<file path="config.mk">
export PLATFORM = sky130hd
export DESIGN_NAME = text_glyph_square_expander_core
export DESIGN_NICKNAME = d
export VERILOG_FILES = /design/src/rtl/tgse_pkg.sv /design/src/rtl/text_glyph_square_expander_core.sv /design/src/rtl/tgse_regs.sv /design/src/rtl/tgse_ctrl.sv /design/src/rtl/tgse_dp.sv
export VERILOG_INCLUDE_DIRS = /design/src /design/src/rtl
export SDC_FILE = /design/constraint.sdc
export NUM_CORES = 1
export LEC_CHECK = 0
export ABC_AREA = 0
export ABC_CLOCK_PERIOD_IN_PS = 4700
export BUFFER_PORTS_ARGS = -buffer_cell sky130_fd_sc_hd__buf_2
export CORE_ASPECT_RATIO = 1.5
export CORE_MARGIN = 4
export CORE_UTILIZATION = 35
export CTS_BUF_LIST = sky130_fd_sc_hd__clkbuf_4
export CTS_CLUSTER_SIZE = 8
export DETAILED_ROUTE_END_ITERATION = 10
export HOLD_SLACK_MARGIN = 0.06
export SLEW_MARGIN = 15
export SYNTH_ARGS = -nofsm -noshare
export SYNTH_HDL_FRONTEND = slang
export SYNTH_HIERARCHICAL = 1
export SYNTH_SLANG_ARGS = --single-unit
</file>
<file path="constraint.sdc">
create_clock -name clk -period 4.7 [get_ports clk]
set_input_delay 0.705 -clock clk [delete_from_list [all_inputs] [get_ports clk]]
set_output_delay 0.705 -clock clk [all_outputs]
set_load 0.02 [all_outputs]
</file>
<file path="src/rtl/text_glyph_square_expander_core_macros.svh">
// ---------------------------------------------------------------------------
// Assertion macros for the text glyph square expander
// Clocked on clk, disabled while arst_n is low.
// ---------------------------------------------------------------------------
`ifndef TEXT_GLYPH_SQUARE_EXPANDER_CORE_MACROS_SVH
`define TEXT_GLYPH_SQUARE_EXPANDER_CORE_MACROS_SVH

`ifndef NO_ASSERTIONS

`define TGSE_ASSERT(label, cond) \
	label: assert property (@(posedge clk) disable iff (!arst_n) (cond)) \
		else $error("tgse assertion failed");

`define TGSE_ASSERT_IMPL(label, ante, cons) \
	label: assert property (@(posedge clk) disable iff (!arst_n) (ante) |-> (cons)) \
		else $error("tgse assertion failed");

`else

`define TGSE_ASSERT(label, cond)

`define TGSE_ASSERT_IMPL(label, ante, cons)

`endif

`endif

</file>
<file path="src/rtl/tgse_pkg.sv">
// ---------------------------------------------------------------------------
// tgse_pkg
// Shared types, codes, font table and helpers for the glyph square expander.
// ---------------------------------------------------------------------------
package tgse_pkg;

	// request kinds carried on s_tuser
	localparam logic [1:0] REQ_CHAR  = 2'd0;
	localparam logic [1:0] REQ_LINE  = 2'd1;
	localparam logic [1:0] REQ_FRAME = 2'd2;

	// register indexes (byte address / 4)
	localparam logic [2:0] REG_ORIGIN_X  = 3'd0;
	localparam logic [2:0] REG_ORIGIN_Y  = 3'd1;
	localparam logic [2:0] REG_DOT_SIZE  = 3'd2;
	localparam logic [2:0] REG_GLYPH_GAP = 3'd3;
	localparam logic [2:0] REG_LINE_GAP  = 3'd4;

	localparam logic [11:0] ORIGIN_X_RST  = 12'd14;
	localparam logic [11:0] ORIGIN_Y_RST  = 12'd14;
	localparam logic [3:0]  DOT_SIZE_RST  = 4'd3;
	localparam logic [5:0]  GLYPH_GAP_RST = 6'd2;
	localparam logic [5:0]  LINE_GAP_RST  = 6'd5;

	localparam int GLYPH_COLS = 5;
	localparam int GLYPH_ROWS = 7;
	localparam int GLYPH_BITS = GLYPH_COLS * GLYPH_ROWS;
	localparam int FONT_DEPTH = 42;

	localparam logic [15:0] COORD_MAX = 16'hFFFF;
	localparam logic [23:0] COUNT_MAX = 24'hFFFFFF;

	typedef struct packed {
		logic [11:0] origin_x;
		logic [11:0] origin_y;
		logic [3:0]  dot_size;
		logic [5:0]  glyph_gap;
		logic [5:0]  line_gap;
	} cfg_t;

	typedef struct packed {
		logic load_char;
		logic do_line;
		logic do_frame;
		logic step;
		logic finish;
	} cmd_t;

	typedef struct packed {
		logic bits_empty;
		logic out_free;
	} sts_t;

	// row 0 in the top five bits, each row with its leftmost dot highest
	localparam logic [GLYPH_BITS-1:0] FONT [FONT_DEPTH] = '{
		{5'd0,  5'd0,  5'd0,  5'd0,  5'd0,  5'd0,  5'd0},
		{5'd0,  5'd4,  5'd4,  5'd0,  5'd4,  5'd4,  5'd0},
		{5'd0,  5'd0,  5'd0,  5'd0,  5'd0,  5'd6,  5'd6},
		{5'd0,  5'd0,  5'd0,  5'd0,  5'd0,  5'd4,  5'd8},
		{5'd0,  5'd0,  5'd0,  5'd31, 5'd0,  5'd0,  5'd0},
		{5'd1,  5'd2,  5'd2,  5'd4,  5'd8,  5'd8,  5'd16},
		{5'd14, 5'd17, 5'd19, 5'd21, 5'd25, 5'd17, 5'd14},
		{5'd4,  5'd12, 5'd4,  5'd4,  5'd4,  5'd4,  5'd14},
		{5'd14, 5'd17, 5'd1,  5'd2,  5'd4,  5'd8,  5'd31},
		{5'd30, 5'd1,  5'd1,  5'd14, 5'd1,  5'd1,  5'd30},
		{5'd2,  5'd6,  5'd10, 5'd18, 5'd31, 5'd2,  5'd2},
		{5'd31, 5'd16, 5'd30, 5'd1,  5'd1,  5'd17, 5'd14},
		{5'd6,  5'd8,  5'd16, 5'd30, 5'd17, 5'd17, 5'd14},
		{5'd31, 5'd1,  5'd2,  5'd4,  5'd8,  5'd8,  5'd8},
		{5'd14, 5'd17, 5'd17, 5'd14, 5'd17, 5'd17, 5'd14},
		{5'd14, 5'd17, 5'd17, 5'd15, 5'd1,  5'd2,  5'd12},
		{5'd14, 5'd17, 5'd17, 5'd31, 5'd17, 5'd17, 5'd17},
		{5'd30, 5'd17, 5'd17, 5'd30, 5'd17, 5'd17, 5'd30},
		{5'd14, 5'd17, 5'd16, 5'd16, 5'd16, 5'd17, 5'd14},
		{5'd30, 5'd17, 5'd17, 5'd17, 5'd17, 5'd17, 5'd30},
		{5'd31, 5'd16, 5'd16, 5'd30, 5'd16, 5'd16, 5'd31},
		{5'd31, 5'd16, 5'd16, 5'd30, 5'd16, 5'd16, 5'd16},
		{5'd14, 5'd17, 5'd16, 5'd23, 5'd17, 5'd17, 5'd14},
		{5'd17, 5'd17, 5'd17, 5'd31, 5'd17, 5'd17, 5'd17},
		{5'd14, 5'd4,  5'd4,  5'd4,  5'd4,  5'd4,  5'd14},
		{5'd7,  5'd2,  5'd2,  5'd2,  5'd2,  5'd18, 5'd12},
		{5'd17, 5'd18, 5'd20, 5'd24, 5'd20, 5'd18, 5'd17},
		{5'd16, 5'd16, 5'd16, 5'd16, 5'd16, 5'd16, 5'd31},
		{5'd17, 5'd27, 5'd21, 5'd21, 5'd17, 5'd17, 5'd17},
		{5'd17, 5'd25, 5'd21, 5'd19, 5'd17, 5'd17, 5'd17},
		{5'd14, 5'd17, 5'd17, 5'd17, 5'd17, 5'd17, 5'd14},
		{5'd30, 5'd17, 5'd17, 5'd30, 5'd16, 5'd16, 5'd16},
		{5'd14, 5'd17, 5'd17, 5'd17, 5'd21, 5'd18, 5'd13},
		{5'd30, 5'd17, 5'd17, 5'd30, 5'd20, 5'd18, 5'd17},
		{5'd15, 5'd16, 5'd16, 5'd14, 5'd1,  5'd1,  5'd30},
		{5'd31, 5'd4,  5'd4,  5'd4,  5'd4,  5'd4,  5'd4},
		{5'd17, 5'd17, 5'd17, 5'd17, 5'd17, 5'd17, 5'd14},
		{5'd17, 5'd17, 5'd17, 5'd17, 5'd17, 5'd10, 5'd4},
		{5'd17, 5'd17, 5'd17, 5'd21, 5'd21, 5'd21, 5'd10},
		{5'd17, 5'd17, 5'd10, 5'd4,  5'd10, 5'd17, 5'd17},
		{5'd17, 5'd17, 5'd10, 5'd4,  5'd4,  5'd4,  5'd4},
		{5'd31, 5'd1,  5'd2,  5'd4,  5'd8,  5'd16, 5'd31}
	};

	// ASCII code to font row; lower case folds onto upper case
	function automatic logic [5:0] glyph_index(input logic [7:0] code);
		logic [7:0] c;
		logic [5:0] idx;
		c = code;
		if (c >= 8'h61 && c <= 8'h7A) c = c - 8'd32;
		if (c >= 8'h41 && c <= 8'h5A) begin
			idx = 6'(c - 8'h41) + 6'd16;
		end else if (c >= 8'h30 && c <= 8'h39) begin
			idx = 6'(c - 8'h30) + 6'd6;
		end else begin
			case (c)
				8'h3A: idx = 6'd1;   // colon
				8'h2E: idx = 6'd2;   // period
				8'h2C: idx = 6'd3;   // comma
				8'h2D: idx = 6'd4;   // dash
				8'h2F: idx = 6'd5;   // slash
				default: idx = 6'd0;
			endcase
		end
		return idx;
	endfunction

	function automatic logic [GLYPH_BITS-1:0] glyph_bits(input logic [7:0] code);
		logic [5:0] idx;
		idx = glyph_index(code);
		return FONT[idx];
	endfunction

	function automatic logic [15:0] sat16(input logic [16:0] v);
		return v[16] ? COORD_MAX : v[15:0];
	endfunction

endpackage

</file>
<file path="src/rtl/text_glyph_square_expander_core.sv">
// ---------------------------------------------------------------------------
// text_glyph_square_expander_core
// 5x7 bitmap font character generator emitting one word per filled dot.
// ---------------------------------------------------------------------------
// A character word is taken, then its glyph is scanned one dot position per
// cycle while the output register has room, top row first and leftmost dot
// first, up to the last set dot, followed by a step that moves the cursor.
// A new-line or new-frame word is acted on as it is taken. The scan holds
// whenever the output register is full and not being taken. The next input
// word is taken as soon as the scan of the previous one ends.
module text_glyph_square_expander_core
	import tgse_pkg::*;
(
	input  logic        clk,
	input  logic        arst_n,
	// configuration
	input  logic        psel,
	input  logic        penable,
	input  logic        pwrite,
	input  logic [4:0]  paddr,
	input  logic [31:0] pwdata,
	output logic [31:0] prdata,
	output logic        pready,
	// request stream
	input  logic        s_tvalid,
	output logic        s_tready,
	input  logic [7:0]  s_tdata,    // char_code[7:0]
	input  logic [1:0]  s_tuser,    // req_type[1:0]
	// square stream
	output logic        m_tvalid,
	input  logic        m_tready,
	output logic [55:0] m_tdata,    // square_x[15:0], square_y[31:16], square_number[55:32]
	output logic        m_tlast     // last_of_glyph
);

`include "text_glyph_square_expander_core_macros.svh"

	cfg_t cfg;
	cmd_t cmd;
	sts_t sts;

	tgse_regs u_regs (
		.clk     (clk),
		.arst_n  (arst_n),
		.psel    (psel),
		.penable (penable),
		.pwrite  (pwrite),
		.paddr   (paddr),
		.pwdata  (pwdata),
		.prdata  (prdata),
		.pready  (pready),
		.cfg     (cfg)
	);

	tgse_ctrl u_ctrl (
		.clk      (clk),
		.arst_n   (arst_n),
		.s_tvalid (s_tvalid),
		.s_tuser  (s_tuser),
		.s_tready (s_tready),
		.sts      (sts),
		.cmd      (cmd)
	);

	tgse_dp u_dp (
		.clk       (clk),
		.arst_n    (arst_n),
		.cfg       (cfg),
		.cmd       (cmd),
		.char_code (s_tdata),
		.sts       (sts),
		.m_tvalid  (m_tvalid),
		.m_tready  (m_tready),
		.m_tdata   (m_tdata),
		.m_tlast   (m_tlast)
	);

	// between characters no dots may be left in the shifter
	`TGSE_ASSERT_IMPL(a_idle_no_dots, s_tready, sts.bits_empty)
	// at most one datapath command per cycle
	`TGSE_ASSERT(a_cmd_onehot0, $onehot0(cmd))
	// a scan step never overwrites a square still waiting at the output
	`TGSE_ASSERT_IMPL(a_step_room, cmd.step, !m_tvalid || m_tready)

endmodule

</file>
<file path="src/rtl/tgse_regs.sv">
// ---------------------------------------------------------------------------
// tgse_regs
// APB register file holding origin, dot size and gap settings.
// ---------------------------------------------------------------------------
module tgse_regs
	import tgse_pkg::*;
(
	input  logic        clk,
	input  logic        arst_n,
	input  logic        psel,
	input  logic        penable,
	input  logic        pwrite,
	input  logic [4:0]  paddr,
	input  logic [31:0] pwdata,
	output logic [31:0] prdata,
	output logic        pready,
	output cfg_t        cfg
);

	cfg_t       cfg_q;
	logic       wr_en;
	logic [2:0] reg_idx;

	assign pready  = 1'b1;
	assign wr_en   = psel & penable & pwrite & pready;
	assign reg_idx = paddr[4:2];
	assign cfg     = cfg_q;

	always_ff @(posedge clk or negedge arst_n) begin
		if (!arst_n) begin
			cfg_q.origin_x  <= ORIGIN_X_RST;
			cfg_q.origin_y  <= ORIGIN_Y_RST;
			cfg_q.dot_size  <= DOT_SIZE_RST;
			cfg_q.glyph_gap <= GLYPH_GAP_RST;
			cfg_q.line_gap  <= LINE_GAP_RST;
		end else if (wr_en) begin
			case (reg_idx)
				REG_ORIGIN_X:  cfg_q.origin_x  <= pwdata[11:0];
				REG_ORIGIN_Y:  cfg_q.origin_y  <= pwdata[11:0];
				REG_DOT_SIZE:  cfg_q.dot_size  <= pwdata[3:0];
				REG_GLYPH_GAP: cfg_q.glyph_gap <= pwdata[5:0];
				REG_LINE_GAP:  cfg_q.line_gap  <= pwdata[5:0];
				default: ;
			endcase
		end
	end

	always_comb begin
		case (reg_idx)
			REG_ORIGIN_X:  prdata = {20'd0, cfg_q.origin_x};
			REG_ORIGIN_Y:  prdata = {20'd0, cfg_q.origin_y};
			REG_DOT_SIZE:  prdata = {28'd0, cfg_q.dot_size};
			REG_GLYPH_GAP: prdata = {26'd0, cfg_q.glyph_gap};
			REG_LINE_GAP:  prdata = {26'd0, cfg_q.line_gap};
			default:       prdata = 32'd0;
		endcase
	end

endmodule

</file>
<file path="src/rtl/tgse_ctrl.sv">
// ---------------------------------------------------------------------------
// tgse_ctrl
// Request sequencer: takes one word, then for a character steps the dot scan to its end.
// ---------------------------------------------------------------------------
module tgse_ctrl
	import tgse_pkg::*;
(
	input  logic       clk,
	input  logic       arst_n,
	input  logic       s_tvalid,
	input  logic [1:0] s_tuser,
	output logic       s_tready,
	input  sts_t       sts,
	output cmd_t       cmd
);

	typedef enum logic [1:0] {
		ST_IDLE = 2'b01,
		ST_SCAN = 2'b10
	} state_t;

	state_t state_q, state_d;

	assign s_tready = (state_q == ST_IDLE);

	always_comb begin
		state_d = state_q;
		cmd     = '0;
		case (state_q)
			ST_IDLE: begin
				if (s_tvalid) begin
					case (s_tuser)
						REQ_CHAR: begin
							cmd.load_char = 1'b1;
							state_d       = ST_SCAN;
						end
						REQ_LINE:  cmd.do_line  = 1'b1;
						REQ_FRAME: cmd.do_frame = 1'b1;
						default: ;
					endcase
				end
			end
			ST_SCAN: begin
				// no dots left: move the cursor and take the next word
				if (sts.bits_empty) begin
					cmd.finish = 1'b1;
					state_d    = ST_IDLE;
				end else if (sts.out_free) begin
					cmd.step = 1'b1;
				end
			end
			default: state_d = ST_IDLE;
		endcase
	end

	always_ff @(posedge clk or negedge arst_n) begin
		if (!arst_n) begin
			state_q <= ST_IDLE;
		end else begin
			state_q <= state_d;
		end
	end

endmodule

</file>
<file path="src/rtl/tgse_dp.sv">
// ---------------------------------------------------------------------------
// tgse_dp
// Cursor, square count, glyph dot shifter and output register.
// ---------------------------------------------------------------------------
module tgse_dp
	import tgse_pkg::*;
(
	input  logic        clk,
	input  logic        arst_n,
	input  cfg_t        cfg,
	input  cmd_t        cmd,
	input  logic [7:0]  char_code,
	output sts_t        sts,
	output logic        m_tvalid,
	input  logic        m_tready,
	output logic [55:0] m_tdata,    // square_x[15:0], square_y[31:16], square_number[55:32]
	output logic        m_tlast
);

	logic [15:0]           cursor_x_q;
	logic [15:0]           cursor_y_q;
	logic [23:0]           count_q;
	logic [GLYPH_BITS-1:0] bits_q;     // remaining dots in scan order, next dot at MSB
	logic [2:0]            col_q;
	logic [5:0]            x_off_q;    // col * dot_size
	logic [6:0]            y_off_q;    // row * dot_size
	logic                  out_vld_q;
	logic [15:0]           sq_x_q;
	logic [15:0]           sq_y_q;
	logic [23:0]           sq_num_q;
	logic                  sq_last_q;

	logic [GLYPH_BITS-1:0] bits_nxt;
	logic                  emit;
	logic [7:0]            adv_x;
	logic [7:0]            adv_y;

	assign bits_nxt = {bits_q[GLYPH_BITS-2:0], 1'b0};
	assign emit     = cmd.step & bits_q[GLYPH_BITS-1];
	// 5*dot + glyph_gap and 7*dot + line_gap
	assign adv_x    = 8'({cfg.dot_size, 2'b00}) + 8'(cfg.dot_size) + 8'(cfg.glyph_gap);
	assign adv_y    = 8'({cfg.dot_size, 3'b000}) - 8'(cfg.dot_size) + 8'(cfg.line_gap);

	assign sts.bits_empty = (bits_q == '0);
	assign sts.out_free   = ~out_vld_q | m_tready;

	assign m_tvalid = out_vld_q;
	assign m_tdata  = {sq_num_q, sq_y_q, sq_x_q};
	assign m_tlast  = sq_last_q;

	always_ff @(posedge clk or negedge arst_n) begin
		if (!arst_n) begin
			cursor_x_q <= 16'(ORIGIN_X_RST);
			cursor_y_q <= 16'(ORIGIN_Y_RST);
			count_q    <= '0;
			bits_q     <= '0;
			col_q      <= '0;
			x_off_q    <= '0;
			y_off_q    <= '0;
		end else begin
			if (cmd.load_char) begin
				bits_q  <= glyph_bits(char_code);
				col_q   <= '0;
				x_off_q <= '0;
				y_off_q <= '0;
			end
			if (cmd.step) begin
				bits_q <= bits_nxt;
				if (col_q == 3'(GLYPH_COLS - 1)) begin
					col_q   <= '0;
					x_off_q <= '0;
					y_off_q <= y_off_q + 7'(cfg.dot_size);
				end else begin
					col_q   <= col_q + 3'd1;
					x_off_q <= x_off_q + 6'(cfg.dot_size);
				end
			end
			if (emit && count_q != COUNT_MAX) begin
				count_q <= count_q + 24'd1;
			end
			if (cmd.finish) begin
				cursor_x_q <= sat16({1'b0, cursor_x_q} + 17'(adv_x));
			end
			if (cmd.do_line) begin
				cursor_x_q <= 16'(cfg.origin_x);
				cursor_y_q <= sat16({1'b0, cursor_y_q} + 17'(adv_y));
			end
			if (cmd.do_frame) begin
				cursor_x_q <= 16'(cfg.origin_x);
				cursor_y_q <= 16'(cfg.origin_y);
				count_q    <= '0;
			end
		end
	end

	always_ff @(posedge clk or negedge arst_n) begin
		if (!arst_n) begin
			out_vld_q <= 1'b0;
		end else if (emit) begin
			out_vld_q <= 1'b1;
		end else if (m_tready) begin
			out_vld_q <= 1'b0;
		end
	end

	always_ff @(posedge clk) begin
		if (emit) begin
			sq_x_q    <= sat16({1'b0, cursor_x_q} + 17'(x_off_q));
			sq_y_q    <= sat16({1'b0, cursor_y_q} + 17'(y_off_q));
			sq_num_q  <= count_q;
			sq_last_q <= (bits_nxt == '0);
		end
	end

endmodule

</file>
# --- Word-level counts from Yosys, hierarchy flattened ---
# Memories as Yosys holds them, arrays and structs flattened.
# Cells that the tools add are included.
word_totals:
  reg_bits: 207
  rom_bits: 2240
  inputBits: 54
  output_inout_bits: 92
  elab_cells: 130
  n_memories: 1
classes:
  n_addsub: 17
  order_cmp: 7
  n_eq_ne: 18
  mux: 44
  bitwise: 6
  n_reduce_logical: 19
memory_table:
  columns: ["memory", "words", "word_bits", "read_ports", "rd_clocked_by_memory_dff", "write_ports", "line_no", "source"]
  rows:
  - ["(no name shown)", 64, 35, 1, 0, 0, "tgse_pkg.sv:126", "return FONT[idx];"]
op_table:
  columns: ["operator", "n"]
  rows:
  - ["35-bit 2-to-1 mux", 4]
  - ["16-bit 2-to-1 mux", 7]
  - ["35-bit logical NOT", 2]
  - ["12-bit case mux with 5 select lines", 1]
  - ["24-bit 2-to-1 mux", 2]
  - ["8-bit by 6-bit == test with 1-bit output (second input constant)", 5]
  - ["6-bit 2-to-1 mux", 6]
  - ["16-bit by 8-bit adder with 17-bit output", 2]
  - ["24-bit by 1-bit adder with 24-bit output (second input constant)", 1]
  - ["24-bit inequality test (second input constant)", 1]
  - ["7-bit 2-to-1 mux", 3]
  - ["16-bit by 6-bit adder with 17-bit output", 1]
  - ["16-bit by 7-bit adder with 17-bit output", 1]
  - ["8-bit by 6-bit adder with 8-bit output", 2]
  - ["8-bit by 7-bit greater-or-equal comparator with 1-bit output (second input constant)", 2]
  - ["8-bit by 7-bit <= comparator with 1-bit output (second input constant)", 2]
  - ["8-bit 2-to-1 mux", 2]
  - ["3-bit 2-to-1 mux", 5]
  - ["3-bit case mux with 5 select lines", 1]
  - ["2-bit AND reduction", 5]
  - ["8-bit by 6-bit greater-or-equal comparator with 1-bit output (second input constant)", 1]
  - ["8-bit by 6-bit <= comparator with 1-bit output (second input constant)", 1]
  - ["1-bit 2-to-1 mux", 8]
  - ["2-bit 2-to-1 mux", 4]
  - ["other kinds (29)", 42]

# --- Longest topological paths before layout ---
logic_depth:
  word_depth: 16
  ltp_mapped: 18
  mapped_depth_nobuf: 17

# --- Cells and area by module ---
# Netlist, hierarchy kept.
modules_own_cells:
  columns: ["module", "n_inst", "cells_per_inst", "area_per_inst_um2", "seq_area_each_um2"]
  rows:
  - ["tgse_dp", 1, 1261, 11412.2, 4421.7]
  - ["tgse_regs", 1, 164, 2113.3, 1014.7]
  - ["tgse_ctrl", 1, 14, 148.9, 51.3]

# --- Least setup slack after synthesis ---
# OpenSTA, ideal clock, no wires.
synth_timing:
  path_type: "input port to flip-flop"
  startpoint: "input port s_tdata[1]"
  endpoint: "register u_dp.bits_q[25]"
  setup_ns: 0.126
  arrival_ns: 3.720
  slack_ns: 0.854
  path_stages: 12
  path_buffers: 0
  cell_sequence: "inv_1 -> ha_1 -> or4b_1 -> o2111a_1 -> o21ai_1 -> a2bb2oi_2 -> inv_2 -> ha_1 -> o211ai_1 -> o21ai_2 -> a2111o_1 -> a221o_1"
synth_via:
  elab_chain_len: 15
  word_cells_on_any_way: 31
synth_lines:
  columns: ["item", "line_no", "source"]
  rows:
  - ["start, declared", "text_glyph_square_expander_core.sv:27", "input logic [7:0] s_tdata,"]
  - ["8-bit by 7-bit greater-or-equal comparator with 1-bit output / 8-bit by 7-bit <= comparator with 1-bit output (equally long branches)", "tgse_pkg.sv:105", "if (c >= 8'h61 && c <= 8'h7A) c = c - 8'd32;"]
  - ["1-bit logical AND", "tgse_pkg.sv:105", null]
  - ["8-bit 2-to-1 mux *", "tgse_pkg.sv:105", null]
  - ["8-bit 2-to-1 mux *", "tgse_dp.sv:61", "if (cmd.load_char) begin"]
  - ["6-bit subtractor (tied with other cells)", "tgse_pkg.sv:109", "idx = 6'(c - 8'h30) + 6'd6;"]
  - ["6-bit by 3-bit adder with 6-bit output (tied with other cells)", "tgse_pkg.sv:109", null]
  - ["6-bit 2-to-1 mux", "tgse_pkg.sv:108", "end else if (c >= 8'h30 && c <= 8'h39) begin"]
  - ["6-bit 2-to-1 mux *", "tgse_pkg.sv:106", "if (c >= 8'h41 && c <= 8'h5A) begin"]
  - ["6-bit 2-to-1 mux *", "tgse_dp.sv:61", null]
  - ["6-bit inverter with 7-bit output (not written as such) *", "tgse_pkg.sv:126", null]
  - ["memory read 64 x 35 bit *", null, null]
  - ["35-bit 2-to-1 mux (not written as such) * (2 in series)", "tgse_pkg.sv:126", null]
  - ["35-bit 2-to-1 mux *", "tgse_dp.sv:61", null]
  - ["35-bit 2-to-1 mux *", "tgse_dp.sv:67", "if (cmd.step) begin"]
  - ["end signal, assigned", "tgse_dp.sv:62", "bits_q <= glyph_bits(char_code);"]
  - ["end signal, assigned", "tgse_dp.sv:68", "bits_q <= bits_nxt;"]
  - ["end, declared", "tgse_dp.sv:23", "logic [GLYPH_BITS-1:0] bits_q;"]
# Mark *: on every way between the ends. The rest lies on a longest branch, timed or not. The select of a mux whose other input is x is not followed.
# A chain may end at the register's enable or synchronous reset.

# --- Worst setup path in the final report ---
layout_timing:
  startpoint: "register u_regs.cfg_q (netlist bit u_regs/cfg[13])"
  endpoint: "register u_dp.cursor_y_q[1]"
layout_via:
  elab_chain_len: 6
layout_lines:
  columns: ["item", "line_no", "source"]
  rows:
  - ["start, declared", "tgse_regs.sv:20", "cfg_t cfg_q;"]
  - ["7-bit by 4-bit subtractor with 8-bit output", "tgse_dp.sv:42", "assign adv_y = 8'({cfg.dot_size, 3'b000}) - 8'(cfg.dot_size) + 8'(cfg.line_gap);"]
  - ["8-bit by 6-bit adder with 8-bit output", "tgse_dp.sv:42", null]
  - ["16-bit by 8-bit adder with 17-bit output", "tgse_dp.sv:86", "cursor_y_q <= sat16({1'b0, cursor_y_q} + 17'(adv_y));"]
  - ["16-bit 2-to-1 mux", "tgse_pkg.sv:130", "return v[16] ? COORD_MAX : v[15:0];"]
  - ["16-bit 2-to-1 mux", "tgse_dp.sv:84", "if (cmd.do_line) begin"]
  - ["16-bit 2-to-1 mux", "tgse_dp.sv:88", "if (cmd.do_frame) begin"]
  - ["end signal, assigned", "tgse_dp.sv:54", "cursor_y_q <= 16'(ORIGIN_Y_RST);"]
  - ["end signal, assigned", "tgse_dp.sv:86", null]
  - ["end signal, assigned", "tgse_dp.sv:90", "cursor_y_q <= 16'(cfg.origin_y);"]
  - ["end, declared", "tgse_dp.sv:21", "logic [15:0] cursor_y_q;"]
# No other way between the ends. The select of a mux whose other input is x is not followed.

==> impl_metrics.ini <==
[status]
status = complete, no violations

[sta]
hold_viol_final = 0
layout_setup_ws_ns = 0.640
fin_setup_tns_ns = 0
worst_slew_margin_rel_pct = 26.3
hold_ws_ns = 0.0517
layout_min_cycle_time_ns = 4.06
finalCritPeriodShare_pct = 86.4
clock.fmax_mhz = 246
maxSlewViolCount = 0
finalSetupViolCount = 0
rsz0062_at_grt = no
skew_ns = 0.0438
worstMarginPinSlew_ns = 1.10

[power]
p_sw_share_pct = 36.1
p_seq_share_pct = 41.1
power_density_mw_per_mm2 = 384
p_switching_w = 0.00212
comb_power_share_pct = 33.9
ir_worst_vdd_uv = 204
p_leak_nw = 6.57
clockPowerShare_pct = 25.0
p_int_w = 0.00376

[logic_synthesis]
synth_top_area_share_pct = 24.2
ys_types = 94
yosys.area.top_type = dfrtp_1
synthCells = 1439
synth_edf_count = 57
synthMuxAreaShare_pct = 5.76
seq_area_frac_synth_pct = 40.1
synth_top_family_by_area = compound AO/OA/AOI/OAI gates
synth_compound_area_share_pct = 20.5
ys_top_cells_by_area = dfrtp_1 (24%), edfxtp_1 (13%), ha_1 (7.1%)
synthSimpleGateAreaFrac_pct = 15.4
yosys.area_share.xor_xnor_pct = 2.63
syn-mean-instance-area_um2 = 9.50
ys.flop_type = dfrtp_1
ys_ff_latch = 207
syn-cell-area_mm2 = 0.0137
ys_warn_count = 6
yosys.area_share.adder_pct = 9.48
async_flop_share_pct = 72.5

[route]
vias = 11700
first_pass_iters = 5
vias_per_cell = 5.60
wl_per_cell_um = 19.1
drtAntennaViolNets = 0
drt_iter0_markers = 909
routed_wl_um = 39900
drc = 0

[global_routing]
overflow = 0
grt_pass1_vias = 11800
grt_start_max_net_pins = 87
antenna_found_initial = 1
grt_pass1_wl_um = 63000
grtUsageTotal_pct = 18.3

[floorplanning]
rows = 88
core_area_mm2 = 0.0385
die_x_um = 169
die_h_um = 250
start_util_pct = 35.5
io_pins = 146
fp.dieArea_mm2 = 0.0424

[clock_network]
clockBufferDepth = 3
cts.repair.resized = 0
clk_latency_ns = 0.69
cts.sinks = 207
cts_buffers = 49
htreeDepth = 2
cts-root-buf = clkbuf_4
cts_tree = done
cts_setup_buffers = 0
cts_hold_buf = 0
clkTransAtPathRegs_ns = 0.07

[worst_setup_path]
worst_ep_arrival_time_ns = 4.64
cp-start-kind = register
end_kind = register
required_ns = 5.28
critPathMaxFanout = 8
crit_type = reg2reg

[place]
numPortBuffers = 102
place_ws_ns = 0.409
hpwl_um = 29400
gp_congestion = 0.948

[run]
drv_cap = 0

[worst_hold_path]
min_path_type = in2async

[layout]
drive_gt1_share_pct = 20.7
area_delta_synth_final_pct = 12.1
final_nets = 1699
-- worst max-delay path: stages, from the launching register on --
cell and delay [ns]:
dfstp_2 0.70, inv_1 0.17, ha_1 0.31, ha_1 0.17, inv_1 0.05, fa_1 0.48, inv_1 0.04, ha_1 0.31
a21o_1 0.13, a21oi_1 0.09, o21ba_2 0.22, o21ai_0 0.17, a21oi_1 0.13, o21ai_1 0.59, o22ai_1 0.19, o21ai_0 0.22
-- path summary, 6_finish.rpt --
| check | start | depth (start not counted) | end | slack [ns] |
|---|---|---|---|---|
| worst min-delay path | arst_n | 1 | u_dp/cursor_x_q[12] | 0.05 |
| worst min register to register | u_dp/count_q[10] | 0 | u_dp/sq_num_q[10] | 0.49 |
| worst max-delay path | u_regs/cfg[13] | 15 | u_dp/cursor_y_q[1] | 0.64 |
| max in group asynchronous | arst_n | 2 | u_dp/bits_q[20] | 3.55 |
| min in group clk | pwdata[7] | 2 | u_regs/cfg[35] | 0.27 |
| worst max register to register | u_regs/cfg[13] | 15 | u_dp/cursor_y_q[1] | 0.64 |
-- through the flow --
step                      utilization [%]  total power (W)  cells  instance area [um^2]
after floorplan                         -          0.00390   1458                 13700
after global placement               38.1          0.00439   1995                 14700
after detailed placement             38.1          0.00444   1995                 14700
after CTS                            39.8          0.00595   2086                 15300
after global routing                 39.8          0.00633   2087                 15300
final                                39.8          0.00589   2087                 15300
-- area by class of cell --
type	instances	area, um^2
Tap cell	495	619
Timing Repair Buffer	146	860
Clock buffer	75	563
Fill cell	3908	23200
Clock inverter	16	66.3
Antenna cell	1	2.50
Sequential cell	207	5490
Multi-Input combinational cell	1075	7460
Inverter	72	270
-- power groups by stage --
stage	Clock (W)	Sequential (W)	Combinational [W]
finish	0.00147	0.00242	0.00199
global placement	0	0.00245	0.00194
detailed placement	0	0.00246	0.00198
CTS	0.00154	0.00242	0.00200
global route	0.00163	0.00245	0.00225
floorplan	0	0.00232	0.00159
-- registers in the layout, indices dropped and copies added (netlist names) --
name and flops:
u_dp/col_q 3, u_dp/count_q 24, u_dp/bits_q 35, u_regs/cfg 40
u_dp/x_off_q 6, u_dp/m_tvalid 1, u_dp/y_off_q 7, u_dp/m_tlast 1
u_dp/sq_x_q 16, u_dp/cursor_y_q 16, u_dp/sq_y_q 16, u_dp/sq_num_q 24
u_dp/cursor_x_q 16, u_ctrl/state_q 2
-- per-layer routing --
layer  share of wire, %  track usage [%]  vias to the layer above
li1                   -                -                     5485
met1                 36             19.8                     5617
met2                 53             34.4                      452
met3                5.1             2.46                      128
met4                5.3             9.14                        0
met5                  0                0                        -
-- logic make-up (layout without fill, tap and decap cells) --
logic type,count (synthesis),in the layout
compound gates,433,433
simple gates,417,417
flops,207,207
buf+inv,176,309
fa+ha+maj,94,94
mux,69,69
xor+xnor,41,41
other cells,2,22
-- cell usage after synthesis, drive strengths merged, types with 16 or more instances --
cell and instances:
a31oi 25, xnor2 28, o211ai 21, dfstp 18, nand2 130, edfxtp 57
inv 71, or3 23, a211oi 17, a21oi 85, fa 16, dfrtp 132
nor2b 18, o22ai 25, mux2 48, clkbuf 50, nor3 29, a21o 21
buf 54, ha 78, nor2 90, o21ai 131, mux2i 21, nand3 41
-- cells in the final DEF, fill, tap and decap left out, types with 20 or more instances in the layout --
cell type / instances
nand2_1: 129
ha_1: 78
clkbuf_4: 75
mux2_2: 38
mux2i_1: 21
edfxtp_1: 57
o21ai_0: 123
nor2_1: 88
buf_2: 101
buf_4: 43
inv_1: 68
a31oi_1: 25
o211ai_1: 20
a21o_1: 21
conb_1: 21
nor3_1: 28
o22ai_1: 24
or3_1: 22
dfrtp_1: 132
a21oi_1: 84
xnor2_1: 28
nand3_1: 39
No activity file was read; power rests on OpenSTA's default activity.
